`src/rtl/core/hsbm_pkg.sv`:
```
// ----------------------------------------------------------------------------
// hsbm_pkg - shared types and constants of the humidity sensor bus master
// Phase codes, register indexes, start pattern and transaction payloads.
// ----------------------------------------------------------------------------
`default_nettype none

package hsbm_pkg;

   // bus phase codes
   typedef enum logic [4:0] {
      PH_IDLE     = 5'd0,
      PH_ST0      = 5'd1,
      PH_ST1      = 5'd2,
      PH_ST2      = 5'd3,
      PH_ST3      = 5'd4,
      PH_ST4      = 5'd5,
      PH_ST5      = 5'd6,
      PH_ST6      = 5'd7,
      PH_WB_LOW   = 5'd8,
      PH_WB_HIGH  = 5'd9,
      PH_ACK_LOW  = 5'd10,
      PH_ACK_HIGH = 5'd11,
      PH_ACK_END  = 5'd12,
      PH_WAIT     = 5'd13,
      PH_RB_PRE   = 5'd14,
      PH_RB_HIGH  = 5'd15,
      PH_RB_LOW   = 5'd16,
      PH_RA_LOW   = 5'd17,
      PH_RA_HIGH  = 5'd18,
      PH_FIN      = 5'd19,
      PH_RS_HIGH  = 5'd20,
      PH_RS_LOW   = 5'd21
   } phase_type;

   // configuration register indexes
   typedef enum logic {
      CSR_TEMP_COMMAND = 1'b0,
      CSR_HUMI_COMMAND = 1'b1
   } csr_index_type;

   localparam logic [7:0] TEMP_COMMAND_RESET = 8'd3;
   localparam logic [7:0] HUMI_COMMAND_RESET = 8'd5;
   localparam logic [3:0] RESET_PULSES       = 4'd9;
   localparam logic [2:0] LAST_BIT           = 3'd7;
   localparam logic [1:0] CHECK_BYTE_INDEX   = 2'd2;

   // start pattern, bit i belongs to start step i
   localparam logic [6:0] START_CLK  = 7'b0110110;
   localparam logic [6:0] START_PULL = 7'b0011100;

   typedef struct packed {
      logic start_request;
      logic mode;
      logic link_reset;
      logic data_pin;
   } req_payload_type;

   typedef struct packed {
      logic        clock_level;
      logic        data_pull_low;
      logic        busy_res;
      logic        done_res;
      logic        nack_error;
      logic [15:0] reading;
      logic [7:0]  check_byte;
   } rsp_payload_type;

endpackage

`default_nettype wire

```
`src/rtl/core/hsbm_if.sv`:
```
// ----------------------------------------------------------------------------
// hsbm_if - valid/ready channels of the humidity sensor bus master
// One interface for phase ticks in, one for phase results out.
// ----------------------------------------------------------------------------
`default_nettype none

interface hsbm_req_if;
   logic                      valid;
   logic                      ready;
   hsbm_pkg::req_payload_type payload;

   modport source (output valid, output payload, input ready);
   modport sink   (input valid, input payload, output ready);
endinterface

interface hsbm_rsp_if;
   logic                      valid;
   logic                      ready;
   hsbm_pkg::rsp_payload_type payload;

   modport source (output valid, output payload, input ready);
   modport sink   (input valid, input payload, output ready);
endinterface

`default_nettype wire

```
`src/rtl/core/humidity_sensor_bus_master.sv`:
```
// ----------------------------------------------------------------------------
// humidity_sensor_bus_master - two-wire humidity sensor bus master
// Steps one bus phase per request transaction: start pattern, command byte,
// acknowledge, wait for the sensor, two data bytes and a checksum byte, with
// a nine-pulse link reset after a missing acknowledge.
// ----------------------------------------------------------------------------
//
//   channel   direction  handshake            carries
//   req_bus   in         valid/ready          start_request, mode, link_reset, data_pin
//   rsp_bus   out        valid/ready          SCK/DATA levels, busy, done, error, data
//   APB       in/out     psel/penable/pready  temp_command (0x0), humi_command (0x4)
//
// One phase tick per cycle while not stalled: each transaction updates the phase state and
// writes its result into the output register in the same cycle.
// The result is held in the output register; no clearing pass.
// Synchronous reset puts the sequencer in idle and the commands at 3 and 5.
// A stalled result holds the output register; req_bus.ready drops only
// while a result waits and rsp_bus.ready is low.
// ----------------------------------------------------------------------------
`default_nettype none

module humidity_sensor_bus_master (
   input  wire logic        clock,
   input  wire logic        reset,
   hsbm_req_if.sink         req_bus,
   hsbm_rsp_if.source       rsp_bus,
   input  wire logic        psel,
   input  wire logic        penable,
   input  wire logic        pwrite,
   input  wire logic [2:0]  paddr,
   input  wire logic [31:0] pwdata,
   output logic      [31:0] prdata,
   output logic             pready
);
   import hsbm_pkg::*;

   // sequencer state
   phase_type       phase_ff, phase_in;
   logic [2:0]      bit_count_ff, bit_count_in;
   logic [1:0]      byte_count_ff, byte_count_in;
   logic [3:0]      pulse_count_ff, pulse_count_in;
   logic [7:0]      shift_ff, shift_in;
   logic [15:0]     value_ff, value_in;
   logic [7:0]      checksum_ff, checksum_in;
   logic            error_ff, error_in;
   logic            mode_ff, mode_in;

   // configuration
   logic [7:0]      temp_command_ff, humi_command_ff;
   csr_index_type   csr_index;
   logic            csr_write;

   // output register
   logic            rsp_valid_ff;
   rsp_payload_type rsp_payload_ff, rsp_payload_in;

   logic            accept;
   logic [2:0]      start_idx;
   logic [3:0]      pulse_next;
   logic            clk_level, pull_low, busy, done;

   // -------------------------------------------------------------------------
   // APB register file: writes complete in the access phase, no wait states
   // -------------------------------------------------------------------------
   assign pready    = 1'b1;
   assign csr_index = csr_index_type'(paddr[2]);
   assign csr_write = psel && penable && pwrite;

   always_ff @(posedge clock) begin
      if (reset) begin
         temp_command_ff <= TEMP_COMMAND_RESET;
         humi_command_ff <= HUMI_COMMAND_RESET;
      end else if (csr_write) begin
         case (csr_index)
            CSR_TEMP_COMMAND: temp_command_ff <= pwdata[7:0];
            CSR_HUMI_COMMAND: humi_command_ff <= pwdata[7:0];
            default: ;
         endcase
      end
   end

   always_comb begin
      case (csr_index)
         CSR_TEMP_COMMAND: prdata = {24'd0, temp_command_ff};
         CSR_HUMI_COMMAND: prdata = {24'd0, humi_command_ff};
         default:          prdata = 32'd0;
      endcase
   end

   // -------------------------------------------------------------------------
   // Handshake: take a new tick whenever the output register is free or
   // is being emptied in this cycle
   // -------------------------------------------------------------------------
   assign req_bus.ready = !rsp_valid_ff || rsp_bus.ready;
   assign accept        = req_bus.valid && req_bus.ready;

   // step within the start pattern, only meaningful in PH_ST0..PH_ST6
   assign start_idx  = 3'(5'(phase_ff) - 5'(PH_ST0));
   assign pulse_next = pulse_count_ff + 4'd1;

   // -------------------------------------------------------------------------
   // Phase sequencer: next state and the levels driven in this phase
   // -------------------------------------------------------------------------
   always_comb begin
      phase_in       = phase_ff;
      bit_count_in   = bit_count_ff;
      byte_count_in  = byte_count_ff;
      pulse_count_in = pulse_count_ff;
      shift_in       = shift_ff;
      value_in       = value_ff;
      checksum_in    = checksum_ff;
      error_in       = error_ff;
      mode_in        = mode_ff;
      clk_level      = 1'b0;
      pull_low       = 1'b0;
      busy           = 1'b1;
      done           = 1'b0;

      case (phase_ff)
         PH_IDLE: begin
            busy = 1'b0;
            if (req_bus.payload.start_request) begin
               // latch the mode and clear the error of the last run
               mode_in        = req_bus.payload.mode;
               error_in       = 1'b0;
               bit_count_in   = '0;
               byte_count_in  = '0;
               pulse_count_in = '0;
               busy           = 1'b1;
               phase_in       = PH_ST0;
            end else if (req_bus.payload.link_reset) begin
               pulse_count_in = '0;
               busy           = 1'b1;
               phase_in       = PH_RS_HIGH;
            end
         end
         PH_ST0, PH_ST1, PH_ST2, PH_ST3, PH_ST4, PH_ST5: begin
            clk_level = START_CLK[start_idx];
            pull_low  = START_PULL[start_idx];
            phase_in  = phase_type'(5'(phase_ff) + 5'd1);
         end
         PH_ST6: begin
            clk_level = START_CLK[start_idx];
            pull_low  = START_PULL[start_idx];
            if (pulse_count_ff >= RESET_PULSES) begin
               // end of a link reset
               pulse_count_in = '0;
               phase_in       = PH_IDLE;
            end else begin
               shift_in     = mode_ff ? temp_command_ff : humi_command_ff;
               bit_count_in = '0;
               phase_in     = PH_WB_LOW;
            end
         end
         PH_WB_LOW: begin
            pull_low = !shift_ff[7];
            phase_in = PH_WB_HIGH;
         end
         PH_WB_HIGH: begin
            clk_level = 1'b1;
            pull_low  = !shift_ff[7];
            shift_in  = {shift_ff[6:0], 1'b0};
            if (bit_count_ff == LAST_BIT) begin
               bit_count_in = '0;
               phase_in     = PH_ACK_LOW;
            end else begin
               bit_count_in = bit_count_ff + 3'd1;
               phase_in     = PH_WB_LOW;
            end
         end
         PH_ACK_LOW: begin
            phase_in = PH_ACK_HIGH;
         end
         PH_ACK_HIGH: begin
            clk_level = 1'b1;
            if (req_bus.payload.data_pin) begin
               error_in = 1'b1;
            end
            phase_in = PH_ACK_END;
         end
         PH_ACK_END: begin
            if (error_ff) begin
               pulse_count_in = '0;
               phase_in       = PH_RS_HIGH;
            end else begin
               phase_in = PH_WAIT;
            end
         end
         PH_WAIT: begin
            if (!req_bus.payload.data_pin) begin
               byte_count_in = '0;
               phase_in      = PH_RB_PRE;
            end
         end
         PH_RB_PRE: begin
            shift_in     = '0;
            bit_count_in = '0;
            phase_in     = PH_RB_HIGH;
         end
         PH_RB_HIGH: begin
            clk_level = 1'b1;
            shift_in  = {shift_ff[6:0], req_bus.payload.data_pin};
            phase_in  = PH_RB_LOW;
         end
         PH_RB_LOW: begin
            if (bit_count_ff == LAST_BIT) begin
               bit_count_in = '0;
               if (byte_count_ff == 2'd0) begin
                  value_in[15:8] = shift_ff;
               end else if (byte_count_ff == 2'd1) begin
                  value_in[7:0] = shift_ff;
               end else begin
                  checksum_in = shift_ff;
               end
               phase_in = PH_RA_LOW;
            end else begin
               bit_count_in = bit_count_ff + 3'd1;
               phase_in     = PH_RB_HIGH;
            end
         end
         PH_RA_LOW: begin
            pull_low = byte_count_ff < CHECK_BYTE_INDEX;
            phase_in = PH_RA_HIGH;
         end
         PH_RA_HIGH: begin
            clk_level = 1'b1;
            pull_low  = byte_count_ff < CHECK_BYTE_INDEX;
            if (byte_count_ff >= CHECK_BYTE_INDEX) begin
               byte_count_in = '0;
               phase_in      = PH_FIN;
            end else begin
               byte_count_in = byte_count_ff + 2'd1;
               phase_in      = PH_RB_PRE;
            end
         end
         PH_FIN: begin
            busy     = 1'b0;
            done     = 1'b1;
            phase_in = PH_IDLE;
         end
         PH_RS_HIGH: begin
            clk_level = 1'b1;
            phase_in  = PH_RS_LOW;
         end
         PH_RS_LOW: begin
            // after nine pulses, send the start pattern and stop
            if (pulse_next >= RESET_PULSES) begin
               pulse_count_in = RESET_PULSES;
               phase_in       = PH_ST0;
            end else begin
               pulse_count_in = pulse_next;
               phase_in       = PH_RS_HIGH;
            end
         end
         default: begin
            busy     = 1'b0;
            phase_in = PH_IDLE;
         end
      endcase

      rsp_payload_in.clock_level   = clk_level;
      rsp_payload_in.data_pull_low = pull_low;
      rsp_payload_in.busy_res      = busy;
      rsp_payload_in.done_res      = done;
      rsp_payload_in.nack_error    = error_in;
      rsp_payload_in.reading       = value_in;
      rsp_payload_in.check_byte    = checksum_in;
   end

   // -------------------------------------------------------------------------
   // State registers: advance on every accepted tick
   // -------------------------------------------------------------------------
   always_ff @(posedge clock) begin
      if (reset) begin
         phase_ff       <= PH_IDLE;
         bit_count_ff   <= '0;
         byte_count_ff  <= '0;
         pulse_count_ff <= '0;
         shift_ff       <= '0;
         value_ff       <= '0;
         checksum_ff    <= '0;
         error_ff       <= 1'b0;
         mode_ff        <= 1'b0;
      end else if (accept) begin
         phase_ff       <= phase_in;
         bit_count_ff   <= bit_count_in;
         byte_count_ff  <= byte_count_in;
         pulse_count_ff <= pulse_count_in;
         shift_ff       <= shift_in;
         value_ff       <= value_in;
         checksum_ff    <= checksum_in;
         error_ff       <= error_in;
         mode_ff        <= mode_in;
      end
   end

   // -------------------------------------------------------------------------
   // Output register: load on accept, hold while stalled, drop when taken
   // -------------------------------------------------------------------------
   always_ff @(posedge clock) begin
      if (reset) begin
         rsp_valid_ff <= 1'b0;
      end else if (accept) begin
         rsp_valid_ff <= 1'b1;
      end else if (rsp_bus.ready) begin
         rsp_valid_ff <= 1'b0;
      end
   end

   always_ff @(posedge clock) begin
      if (accept) begin
         rsp_payload_ff <= rsp_payload_in;
      end
   end

   assign rsp_bus.valid   = rsp_valid_ff;
   assign rsp_bus.payload = rsp_payload_ff;

`ifndef SYNTH
   // a finished measurement never reports busy or an acknowledge error
   a_done_clean: assert property (@(posedge clock) disable iff (reset)
      rsp_valid_ff && rsp_payload_ff.done_res |->
         !rsp_payload_ff.busy_res && !rsp_payload_ff.nack_error)
      else $error("done reported with busy or error set");

   // the link reset pulse counter never runs past nine
   a_pulse_bound: assert property (@(posedge clock) disable iff (reset)
      pulse_count_ff <= RESET_PULSES)
      else $error("reset pulse count out of range");

   // every accepted tick leaves a result in the output register
   a_accept_result: assert property (@(posedge clock) disable iff (reset)
      accept |=> rsp_valid_ff)
      else $error("accepted tick produced no result");

   // the sensor pulling DATA low ends the wait
   a_wait_exit: assert property (@(posedge clock) disable iff (reset)
      accept && phase_ff == PH_WAIT && !req_bus.payload.data_pin |=>
         phase_ff == PH_RB_PRE)
      else $error("wait phase missed the sensor response");
`endif

endmodule

`default_nettype wire

```
`src/flat_wrapper.sv`:
```
// flat-port wrapper written by rule: the top's interface ports become plain ports
module humidity_sensor_bus_master_flat import hsbm_pkg::*;
  (clock, reset, psel, penable, pwrite, paddr, pwdata, prdata, pready, req_bus_valid, req_bus_payload, req_bus_ready, rsp_bus_valid, rsp_bus_payload, rsp_bus_ready);
  hsbm_req_if req_bus_i ();
  hsbm_rsp_if rsp_bus_i ();
  input  wire logic clock;
  input  wire logic reset;
  input  wire logic psel;
  input  wire logic penable;
  input  wire logic pwrite;
  input  wire logic [2:0] paddr;
  input  wire logic [31:0] pwdata;
  output logic      [31:0] prdata;
  output logic pready;
  input wire logic [$bits(req_bus_i.valid)-1:0] req_bus_valid;
  input wire logic [$bits(req_bus_i.payload)-1:0] req_bus_payload;
  output wire logic [$bits(req_bus_i.ready)-1:0] req_bus_ready;
  output wire logic [$bits(rsp_bus_i.valid)-1:0] rsp_bus_valid;
  output wire logic [$bits(rsp_bus_i.payload)-1:0] rsp_bus_payload;
  input wire logic [$bits(rsp_bus_i.ready)-1:0] rsp_bus_ready;
  assign req_bus_i.valid = req_bus_valid;
  assign req_bus_i.payload = req_bus_payload;
  assign req_bus_ready = req_bus_i.ready;
  assign rsp_bus_valid = rsp_bus_i.valid;
  assign rsp_bus_payload = rsp_bus_i.payload;
  assign rsp_bus_i.ready = rsp_bus_ready;
  humidity_sensor_bus_master u_core (.clock(clock), .reset(reset), .req_bus(req_bus_i), .rsp_bus(rsp_bus_i), .psel(psel), .penable(penable), .pwrite(pwrite), .paddr(paddr), .pwdata(pwdata), .prdata(prdata), .pready(pready));
endmodule
```
`config.mk`:
```
export PLATFORM = sky130hd
export DESIGN_NAME = humidity_sensor_bus_master_flat
export DESIGN_NICKNAME = d
export VERILOG_FILES = /design/src/rtl/core/hsbm_pkg.sv /design/src/rtl/core/hsbm_if.sv /design/src/rtl/core/humidity_sensor_bus_master.sv /design/src/flat_wrapper.sv
export SDC_FILE = /design/constraint.sdc
export NUM_CORES = 1
export LEC_CHECK = 0
export ABC_AREA = 0
export BUFFER_PORTS_ARGS = -buffer_cell sky130_fd_sc_hd__buf_2
export CAP_MARGIN = 20
export CORE_UTILIZATION = 30
export CTS_BUF_LIST = sky130_fd_sc_hd__clkbuf_4
export DETAILED_ROUTE_END_ITERATION = 8
export SYNTH_ARGS = -nofsm -noshare
export SYNTH_HDL_FRONTEND = slang
export SYNTH_SLANG_ARGS = --single-unit
export TNS_END_PERCENT = 20
```
`constraint.sdc`:
```
create_clock -name clock -period 4.3 [get_ports clock]
set_clock_uncertainty 0.2 [all_clocks]
set_input_delay 0.86 -clock clock [delete_from_list [all_inputs] [get_ports clock]]
set_output_delay 0.86 -clock clock [all_outputs]
set_load 0.005 [all_outputs]
```
==> metrics.log <==
[metrics] cell with the most instances after synthesis: sky130_fd_sc_hd__dfxtp_1
[metrics] antenna violation net count after detailed routing: 0
[metrics] number of buffers added for setup after CTS: 0
[metrics] global-route congestion overflow total: 0
[metrics] worst reg2reg endpoint: u_core.value_ff[1]
[metrics] largest net degree at the start of global routing: 58
[metrics] DRC Markers: 0
[metrics] number of buffers added by the clock tree synthesis step: 9
[metrics] final design area excluding fillers: approximately 0.0056 mm²
[metrics] clock tree sinks: 94
[metrics] outcome: completed
[metrics] worst IR drop on VDD: 0.113 mV
[metrics] horizontal die dimension: 133 µm
[metrics] final weighted congestion in routability-driven placement: 0.837
[metrics] library cells used by synthesis: 71
[metrics] f_max: 331 MHz
[metrics] type of the most critical hold path: reg -> reg
[metrics] cell area reported after detailed placement: 0.00549 mm²
[metrics] core footprint: 0.0166 mm²
[metrics] measured slew at the worst slew-check pin: 0.962 ns
[metrics] setup violation total in the final timing report: 0
[metrics] Detailed Route Iter0 Violations: 285
[metrics] combined buffer and inverter count along the critical path: 1
[metrics] post-synthesis sequential area ratio: between 40% and 50%
[metrics] routed wire length per instance: 14.8 µm
[metrics] Layout area overhead: 9.11%
[metrics] count of buffers from port buffering: 58
[metrics] fraction of final layout cells sized beyond drive strength 1: 22.2%
[metrics] highest-delay cell along the critical path: sky130_fd_sc_hd__or4_1
[metrics] required time of the critical path: 4.43 ns
[metrics] Worst-path clk slew: 0.16 ns
[metrics] EDFF count, synth: 29
[metrics] most frequently used flop master after synthesis: sky130_fd_sc_hd__dfxtp_1
[metrics] worst-case headroom to the max-slew limit: between 30% and 40%
[metrics] Maximum Capacitance Violations: 0
[metrics] asr flop ratio synth: 0%
[metrics] number of optimization iterations in the first detailed-route pass: 4
[metrics] end-of-flow core utilization: 33.7%
[metrics] Resized Gates After CTS: 0
[metrics] wire length of the first global-routing pass: ~19000 µm
[metrics] endpoint of the worst hold path: u_core.value_ff[6]
[metrics] worst hold start: u_core.value_ff[6]
[metrics] clock root cell: sky130_fd_sc_hd__clkbuf_4
[metrics] Mapped Area: 0.00514 mm²
[metrics] final worst-path cycle share: 70.3%
[metrics] number of antenna violations at the first check in global routing: 1
[metrics] clock tree from TritonCTS: done
[metrics] hpwl dp: 8470 µm
[metrics] most instantiated cells after synthesis: sky130_fd_sc_hd__dfxtp_1, sky130_fd_sc_hd__nand2_1, sky130_fd_sc_hd__a21oi_1, sky130_fd_sc_hd__nor2_1, sky130_fd_sc_hd__mux2_2
[metrics] final wirelength: 11900 µm
[metrics] top cell family by delay on the critical path: simple AND/OR/NAND/NOR gates
[metrics] Mean Syn Cell Area: 9.66 µm²
[metrics] number of placed instances, taps included: 785
[metrics] final hold vios: 0
[metrics] Cell Count, Final, Fillers Out: 802
[metrics] vias post-DR: between 3000 and 4000
[metrics] worst slack on hold paths: 0.263 ns
[metrics] worst r2r src: u_core.phase_ff[0]
[metrics] Warnings, synthesis: 0
[metrics] Leakage: around 2.1 nW
[metrics] list of cells traversed by the critical path: inv_1 -> ha_1 -> nand4bb_4 -> or4_1 -> or2_1 -> nand2_1 -> a21oi_1
[metrics] data arrival time of the critical path: 3.15 ns
[metrics] Period minus WS final: between 3 and 4 ns
[metrics] clk buf depth: 2
[metrics] number of rows created at floorplan: 47
[metrics] Cells after Synth: 532
[metrics] highest fanout seen on the critical path: 16
[metrics] number of pins exceeding their max-slew limit in the final report: 0
[metrics] Worst Setup Start Kind: flop
[metrics] area fraction of the dominant cell type after synthesis: between 20% and 30%
[metrics] slack of the worst reg-to-reg path: between 1 and 1.5 ns
[metrics] RSZ-0062 raised after global routing: no
[metrics] number of global-route vias before repair: 3786
[metrics] number of cells on the worst hold path: 2
[metrics] power density over cell area: approximately 350 mW/mm²
[metrics] post-route setup TNS: 0 ns
[metrics] critical path class: reg -> reg
[metrics] overall die area: 0.0177 mm²
[metrics] H-tree depth reported by CTS: 3
[metrics] Area contributors post-synth: sky130_fd_sc_hd__dfxtp_1, sky130_fd_sc_hd__edfxtp_1, sky130_fd_sc_hd__mux2_2
[metrics] global-route usage over all layers: 13.9%
[metrics] clock insertion delay at the later pin of the skew report: between 0.4 and 0.5 ns
[metrics] detail-routed via count per cell: 4.93
[metrics] Starting Density: 30.9%
[metrics] depth of the most critical reg-to-reg path: 7
[metrics] count of hold-fix buffers inserted at cts: 0
[metrics] die extent in y: ~130 µm
[metrics] I/O pins: 110
[metrics] Final #Nets: ~640
[metrics] cell type with the largest total area after synthesis: sky130_fd_sc_hd__dfxtp_1
[metrics] #FFs+latches synth: 94
[metrics] longest individual stage delay on the worst path: 0.70 ns
[metrics] element type at the critical path end: flop
==> cells by family after synthesis <==
logic type      synth area share (%)
fa+ha+maj                       3.17
other cells                    0.146
buf+inv                         7.50
simple gates                    17.9
compound gates                  15.4
xor+xnor                       0.511
flops                           42.3
mux                             13.1
==> state kept, by name, indices dropped and copies added, names as in the netlist, 2 cells and up <==
name                    cells
u_core.temp_command_ff      8
u_core.rsp_bus.payload     29
u_core.phase_ff             5
u_core.pulse_count_ff       4
u_core.byte_count_ff        2
u_core.checksum_ff          8
u_core.value_ff            16
u_core.humi_command_ff      8
u_core.bit_count_ff         3
u_core.shift_ff             8
==> placed cells by master, fill, tap and decap left out, types with 4 or more instances in the layout <==
master and instances:
sky130_fd_sc_hd__a211oi_1 10, sky130_fd_sc_hd__a21oi_1 49, sky130_fd_sc_hd__buf_2 58, sky130_fd_sc_hd__buf_4 4, sky130_fd_sc_hd__clkbuf_4 9, sky130_fd_sc_hd__conb_1 25, sky130_fd_sc_hd__dfxtp_1 65, sky130_fd_sc_hd__edfxtp_1 29
sky130_fd_sc_hd__ha_1 13, sky130_fd_sc_hd__inv_1 14, sky130_fd_sc_hd__mux2_2 31, sky130_fd_sc_hd__mux2i_1 30, sky130_fd_sc_hd__nand2_1 51, sky130_fd_sc_hd__nand2b_1 7, sky130_fd_sc_hd__nand3_1 19, sky130_fd_sc_hd__nand4_1 6
sky130_fd_sc_hd__nor2_1 49, sky130_fd_sc_hd__nor2b_1 10, sky130_fd_sc_hd__nor3_1 6, sky130_fd_sc_hd__o21ai_0 12, sky130_fd_sc_hd__o2bb2ai_1 5
==> worst max-delay path by stage <==
stage / start / end / slack, ns / cells after the start
detailed placement: rsp_bus_ready / u_core.pulse_count_ff[0] / 0.79 / 8
global placement: rsp_bus_ready / u_core.pulse_count_ff[0] / 0.87 / 8
CTS: u_core.phase_ff[0] / u_core.value_ff[2] / 1.23 / 7
floorplan: paddr[2] / prdata[0] / 1.70 / 2
finish: u_core.phase_ff[0] / u_core.value_ff[1] / 1.28 / 7
global route: u_core.phase_ff[0] / u_core.value_ff[2] / 1.07 / 7
==> report_power, final <==
group / internal (mW) / switching (mW)
clock: 0.121 / 0.323
combinational: 0.203 / 0.322
sequential: 0.955 / 0.0534
==> final cells by class <==
| class | instances | area, µm² |
|---|---|---|
| Clock inverter | 7 | 48.8 |
| Timing Repair Buffer | 62 | 320 |
| Sequential cell | 94 | 2170 |
| Antenna cell | 1 | 2.50 |
| Multi-Input combinational cell | 395 | 2670 |
| Inverter | 14 | 52.6 |
| Clock buffer | 9 | 67.6 |
| Fill cell | 1728 | 11000 |
| Tap cell | 220 | 275 |
==> tightest hold or removal path: stages (launching register included) <==
cell	delay, ns
sky130_fd_sc_hd__dfxtp_1	0.34
sky130_fd_sc_hd__nand2_1	0.05
sky130_fd_sc_hd__a21oi_1	0.05
==> per-stage QoR <==
stage | worst slack, ns | power (mW)
3_3_place_gp | 0.871 | 1.54
3_5_place_dp | 0.793 | 1.55
5_1_grt | 1.07 | 2.09
6_report | 1.28 | 1.98
2_1_floorplan | 1.70 | 1.42
4_1_cts | 1.23 | 1.99
==> routing by layer <==
metal  global-route usage (%)  part of all wire (%)  up-vias
li1                         -                     -     1955
met2                     21.7                    45      131
met4                     6.26                   2.4        0
met3                     3.03                   5.1       20
met5                        0                     0        -
met1                     18.2                    48     1850
No activity file was read; power rests on OpenSTA's default activity.
